### config.mk
export PLATFORM = sky130hd
export DESIGN_NAME = adlc_cell
export DESIGN_NICKNAME = d
export VERILOG_FILES = /design/src/rtl/core/adlc_pkg.sv /design/src/rtl/core/adlc_cell.sv
export SDC_FILE = /design/constraint.sdc
export NUM_CORES = 1
export LEC_CHECK = 0
export ABC_AREA = 1
export BUFFER_PORTS_ARGS = -buffer_cell sky130_fd_sc_hd__buf_2
export CELL_PAD_IN_SITES_DETAIL_PLACEMENT = 1
export CELL_PAD_IN_SITES_GLOBAL_PLACEMENT = 1
export CORE_AREA = 2 2 272 274
export CTS_CLUSTER_SIZE = 8
export DETAILED_ROUTE_END_ITERATION = 10
export DIE_AREA = 0 0 274 276
export PLACE_DENSITY = 0.5
export SYNTH_ARGS = -nofsm -noshare
export SYNTH_HDL_FRONTEND = slang
export SYNTH_SLANG_ARGS = --single-unit
### constraint.sdc
create_clock -name clk -period 5.4 [get_ports clk]
set_input_delay 0.81 -clock clk [delete_from_list [all_inputs] [get_ports clk]]
set_output_delay 0.81 -clock clk [all_outputs]
set_load 0.02 [all_outputs]
### src/rtl/core/adlc_pkg.sv
// Shared types and constants for the access decision cache.
// Depends on nothing; used by adlc_cell and access_decision_cache_lru_ttl.
`default_nettype none

package adlc_pkg;

	// default number of cells in the chain
	localparam int ADLC_ENTRIES = 64;

	// operation codes of an input word
	localparam logic [2:0] OP_LOOKUP = 3'd0;
	localparam logic [2:0] OP_INSERT = 3'd1;
	localparam logic [2:0] OP_INVAL  = 3'd2;
	localparam logic [2:0] OP_FLUSH  = 3'd3;
	localparam logic [2:0] OP_TICK   = 3'd4;

	// configuration register indexes
	localparam logic [0:0] REG_ENTRY_LIMIT = 1'd0;
	localparam logic [0:0] REG_LIFETIME    = 1'd1;

	// reset values of the registers
	localparam logic [6:0]  LIMIT_RESET    = 7'd64;
	localparam logic [31:0] LIFETIME_RESET = 32'd100;

	typedef struct packed {
		logic [31:0] user;
		logic [31:0] group;
		logic [31:0] node;
		logic [7:0]  kind;
	} key_t;

	typedef struct packed {
		key_t        key;
		logic [7:0]  decision;
		logic [63:0] expiry;
	} entry_t;

	// what a cell loads this cycle
	typedef enum logic [1:0] {
		CELL_HOLD,
		CELL_PREV,
		CELL_NEXT
	} cell_op_t;

	typedef struct packed {
		logic     capture;
		cell_op_t op;
	} cell_ctrl_t;

	typedef enum logic [1:0] {
		ST_IDLE,
		ST_APPLY,
		ST_SWEEP
	} state_t;

endpackage

`default_nettype wire

### src/rtl/core/adlc_cell.sv
// One cell of the recency chain: holds one entry and its match flags.
// Depends on adlc_pkg (key_t, entry_t, cell_ctrl_t).
`default_nettype none

module adlc_cell import adlc_pkg::*; (
	input  wire logic        clk,
	input  wire logic        valid,
	input  wire cell_ctrl_t  ctrl,
	input  wire key_t        cmp_key,
	input  wire logic [63:0] now,
	input  wire entry_t      prev_entry,
	input  wire entry_t      next_entry,
	input  wire logic        next_node_hit,
	output entry_t           entry,
	output logic             key_hit,
	output logic             live_hit,
	output logic             node_hit
);

	entry_t entry_q;
	logic   key_hit_q;
	logic   live_hit_q;
	logic   node_hit_q;
	logic   key_eq;
	logic   unexpired;

	// compare against the incoming word's key
	assign key_eq    = valid && (entry_q.key == cmp_key);
	assign unexpired = now < entry_q.expiry;

	// match flags are taken when a word is accepted; entries move with the chain
	always_ff @(posedge clk) begin
		if (ctrl.capture) begin
			key_hit_q  <= key_eq;
			live_hit_q <= key_eq && unexpired;
			node_hit_q <= valid && (entry_q.key.node == cmp_key.node);
		end
		unique case (ctrl.op)
			CELL_HOLD: ;
			CELL_PREV: entry_q <= prev_entry;
			CELL_NEXT: begin
				entry_q    <= next_entry;
				node_hit_q <= next_node_hit;
			end
		endcase
	end

	assign entry    = entry_q;
	assign key_hit  = key_hit_q;
	assign live_hit = live_hit_q;
	assign node_hit = node_hit_q;

endmodule

`default_nettype wire

Word level (Yosys, flattened, before mapping):

Cells that the tools add are included.
Widths: inputs -> output; s select.

* word-level logic and storage cells: 22
* output and inout bits: 179
* flip-flop bits (word level): 179

* reduce and logical (&&, ||, !) cells: 5
* mux-type cells: 3
* eq/ne operators: 4
* $lt $le $gt $ge: 1

Operators with widths (count)
* $pmux 176 s2: 1
* $eq 104x104->1: 1
* $lt 64x64->1: 1
* $eq 32x32->1: 1
* $reduce_bool 2->1: 2
* $logic_and 1x1->1: 3
* $eq 2x1->1 const B: 1
* $eq 2x2->1 const B: 1
* $mux 1: 2

Logic depth before layout (Yosys ltp):

* depth in word-level cells: 4
* depth in mapped cells: 13
* depth with buffers taken out: 13

Worst setup path after synthesis:

No wires, ideal clock.

* kind: input-to-reg
* start point: in ctrl[0] (netlist bit)
* end point: reg entry_q, in the netlist entry[0] (enable)
* setup slack: 0.347 ns
* cell stages on the path: 3
* arrival: 4.524 ns
* cells stage by stage: inv_1 -> ha_1 -> inv_1

* word-level cells in the longest chain between the ends: 2
* elaborated cells on any way between the ends: 3

RTL lines
* start: declaration: line adlc_cell.sv:8 `input wire cell_ctrl_t ctrl,`
* $eq 2x2->1 / $eq 2x1->1 (equally long branches): line adlc_cell.sv:38 `unique case (ctrl.op)`
* $reduce_bool 2->1 (no line) *
* end signal: assignment: line adlc_cell.sv:40 `CELL_PREV: entry_q <= prev_entry;`
* end signal: assignment: line adlc_cell.sv:42 `entry_q <= next_entry;`
* end: declaration: line adlc_cell.sv:20 `entry_t entry_q;`

Every way passes the cells marked *; elsewhere a longest branch is shown, timed or not.
A chain may end at the register's enable or synchronous reset.

Worst setup path after layout:

* start point: in ctrl[0] (netlist bit)
* end point: reg entry_q, in the netlist entry[169] (data pin)

* word-level cells in the longest chain between the ends: 2
* elaborated cells on any way between the ends: 3

RTL lines (line)
* $eq 2x2->1 / $eq 2x1->1 (equally long branches): adlc_cell.sv:38
* $pmux 176 s2 *: adlc_cell.sv:38

Marked as above.

==> results.json <==
{
  "synth.most_common_cell": "nand2_1",
  "worst_setup_path_start_kind": "primary input",
  "drc": 0,
  "synthArstFlopShare_pct": 0,
  "ctsResizeCount": 0,
  "required_ps": 5630,
  "cts_tree": "yes",
  "yosys-top-cells-count": "nand2_1, inv_1, edfxtp_1",
  "setup_tns_ps": 0,
  "fin_nets": 2689,
  "drive_gt1_share_pct": 35.4,
  "path_class": "in2reg",
  "synth_top_cell_area_share_pct": 48.9,
  "io_pins": 705,
  "p_int_w": 0.00302,
  "core_area_um2": 72600,
  "postSynthAreaPerCell_um2": 7.79,
  "yosys_most_used_dff": "edfxtp_1",
  "syn_inst": 1412,
  "start_util_pct": 15.2,
  "dr.pass1.iters": 4,
  "hold_class": "in2reg",
  "via_count": 11590,
  "cp-startpoint": "ctrl[0]",
  "cts_hold_buf": 0,
  "p_leak_nw": 8.67,
  "switchingPower_w": 0.00166,
  "synth_warnings": 0,
  "maxSlewViolCount": 0,
  "fmax_mhz": 424,
  "finalPower_w": 0.00468,
  "cts_made_buffers": 17,
  "pwr-share-seq_pct": 41.5,
  "placed_cells": 3039,
  "endpoint_kind": "flop",
  "clk_latency_ps": 480,
  "die_h_um": 276,
  "register_area_um2": 5380,
  "p_clk_share_pct": 29.7,
  "slew-limit-headroom_pct": 36.8,
  "stdcell_count": 3077,
  "ys_types": 23,
  "min_period_ps": 2360,
  "fillCellCount": 9028,
  "worstHoldStart": "prev_entry[23]",
  "cp_max_fo": 98,
  "synth-edff-count": 179,
  "cts_buffer_depth": 2,
  "wl_per_cell_um": 17.9,
  "postCtsSetupBuffers": 0,
  "fin_skew_ps": 9.33,
  "hold_viol": 0,
  "switching_share_pct": 35.6,
  "grt_max_degree": 135,
  "rsz0062_at_grt": "no",
  "setup-violations-final": 0,
  "drtIter0Drc": 458,
  "area_growth_syn_to_layout_pct": 47.7,
  "multiInputGateArea_um2": 4710,
  "grt_overflow": 0,
  "port-buffer-count": 704,
  "fin_crit_sh_pct": 43.6,
  "fp-row-count": 99,
  "via_per_inst": 3.77,
  "power_density_nw_per_um2": 288,
  "status": "finished clean",
  "worstPathArrival_ps": 2590,
  "yosysSeqAreaShare_pct": 48.9,
  "cts.clk_slew.worst_paths_ps": 80,
  "totalWireLength_um": 55000,
  "irDropWorstVdd_v": 0.000202,
  "ctsRootBufferMaster": "clkbuf_16",
  "postLayoutCellArea_um2": 16300,
  "synthesis.area_um2": 11000,
  "grt_pass1_vias": 12583,
  "place_area_um2": 15600,
  "hold_ws_ps": 585,
  "worstMarginPinSlew_ps": 948,
  "synth_area_leaders": "edfxtp_1, nand2_1, ha_1, inv_1, xnor2_1",
  "die_w_um": 274,
  "postRouteAntennaNets": 0,
  "die-area_um2": 75600,
  "clock-sinks": 179,
  "antenna_found_initial": 8,
  "gp_congestion": 0.842,
  "grt_pass1_wl_um": 79500,
  "synth_top_area_cell": "edfxtp_1",
  "synth_seq_cells": 179,
  "dp_hpwl_um": 46100,
  "r2r_start": "entry[158]$_DFFE_PP_",
  "pwr-share-comb_pct": 28.8,
  "syn_nets": 2002,
  "grt_use_total_pct": 14.3,
  "drv_cap": 0,
  "cts_max_level": 4
}
through the flow:
step | util [%] | setup slack (ps)
CTS | 22.4 | 3070
floorplan | - | 347
detailed placement | 21.5 | 2520
finish | 22.4 | 3040
global route | 22.4 | 2900
global placement | 21.5 | 2550
metal layers:
layer	vias to the layer above	wire length, um	global-route usage [%]
li1	5759	-	-
met1	5405	22900	16.8
met2	374	28200	25.6
met3	48	2920	3.06
met4	4	975	4.57
met5	-	21	0
cells by family (layout without fill, tap and decap cells):
logic type / Yosys count / in the layout / synth area share, %
adders and majority gates: 64 / 64 / 7.28
DFF: 179 / 179 / 48.9
and+or+nand+nor: 806 / 806 / 28.1
AOI/OAI and AO/OA: 79 / 79 / 3.70
other: 0 / 6 / 0
buffers and inverters: 238 / 938 / 8.41
xor gates and xnor gates: 46 / 46 / 3.66
worst max-delay path, cell delays in order:
cell     delay [ps]
buf_2           100
inv_1            80
ha_4            520
inv_6           380
buf_12          330
nand2_1         160
nand2_1          60
final timing paths:
kind	endpoint	slack (ps)	cells after the start
worst min-delay path	entry[23]$_DFFE_PP_	580	3
worst min register to register	node_hit$_DFFE_PP_	980	7
worst max register to register	live_hit$_DFFE_PP_	3400	9
worst max-delay path	entry[169]$_DFFE_PP_	3040	7
sequential cells by signal, summed over array words and instances (netlist names):
name      cells
key_hit       1
node_hit      1
entry       176
live_hit      1
cell usage in the layout (no fill, tap or decap), types with 4 or more instances in the layout:
| cell type | n |
|---|---|
| clkbuf_16 | 17 |
| nor2_2 | 5 |
| edfxtp_1 | 179 |
| nand2_1 | 724 |
| diode_2 | 6 |
| buf_2 | 704 |
| ha_1 | 63 |
| nand3_1 | 9 |
| nor2_1 | 51 |
| nand4_1 | 12 |
| o21ai_0 | 40 |
| a21oi_1 | 31 |
| inv_1 | 196 |
| xnor2_1 | 43 |
| o21a_1 | 4 |
layout make-up:
type	instances	share of cell area, %
timing repair buffer	707	22.0
sequential	179	33.1
multi-input combinational	995	29.0
clock inverter	13	1.06
tap	959	7.38
clock buffer	19	2.66
inverter	199	4.67
antenna	6	0.0924
power groups by stage:
stage          registers [W]  logic [W]  clock network (W)
2_1_floorplan        0.00219   0.000485                  0
3_3_place_gp         0.00198    0.00136                  0
3_5_place_dp         0.00198    0.00138                  0
4_1_cts              0.00195    0.00139            0.00146
5_1_grt              0.00197    0.00151            0.00150
6_report             0.00194    0.00135            0.00139
No activity file was read; power rests on OpenSTA's default activity.
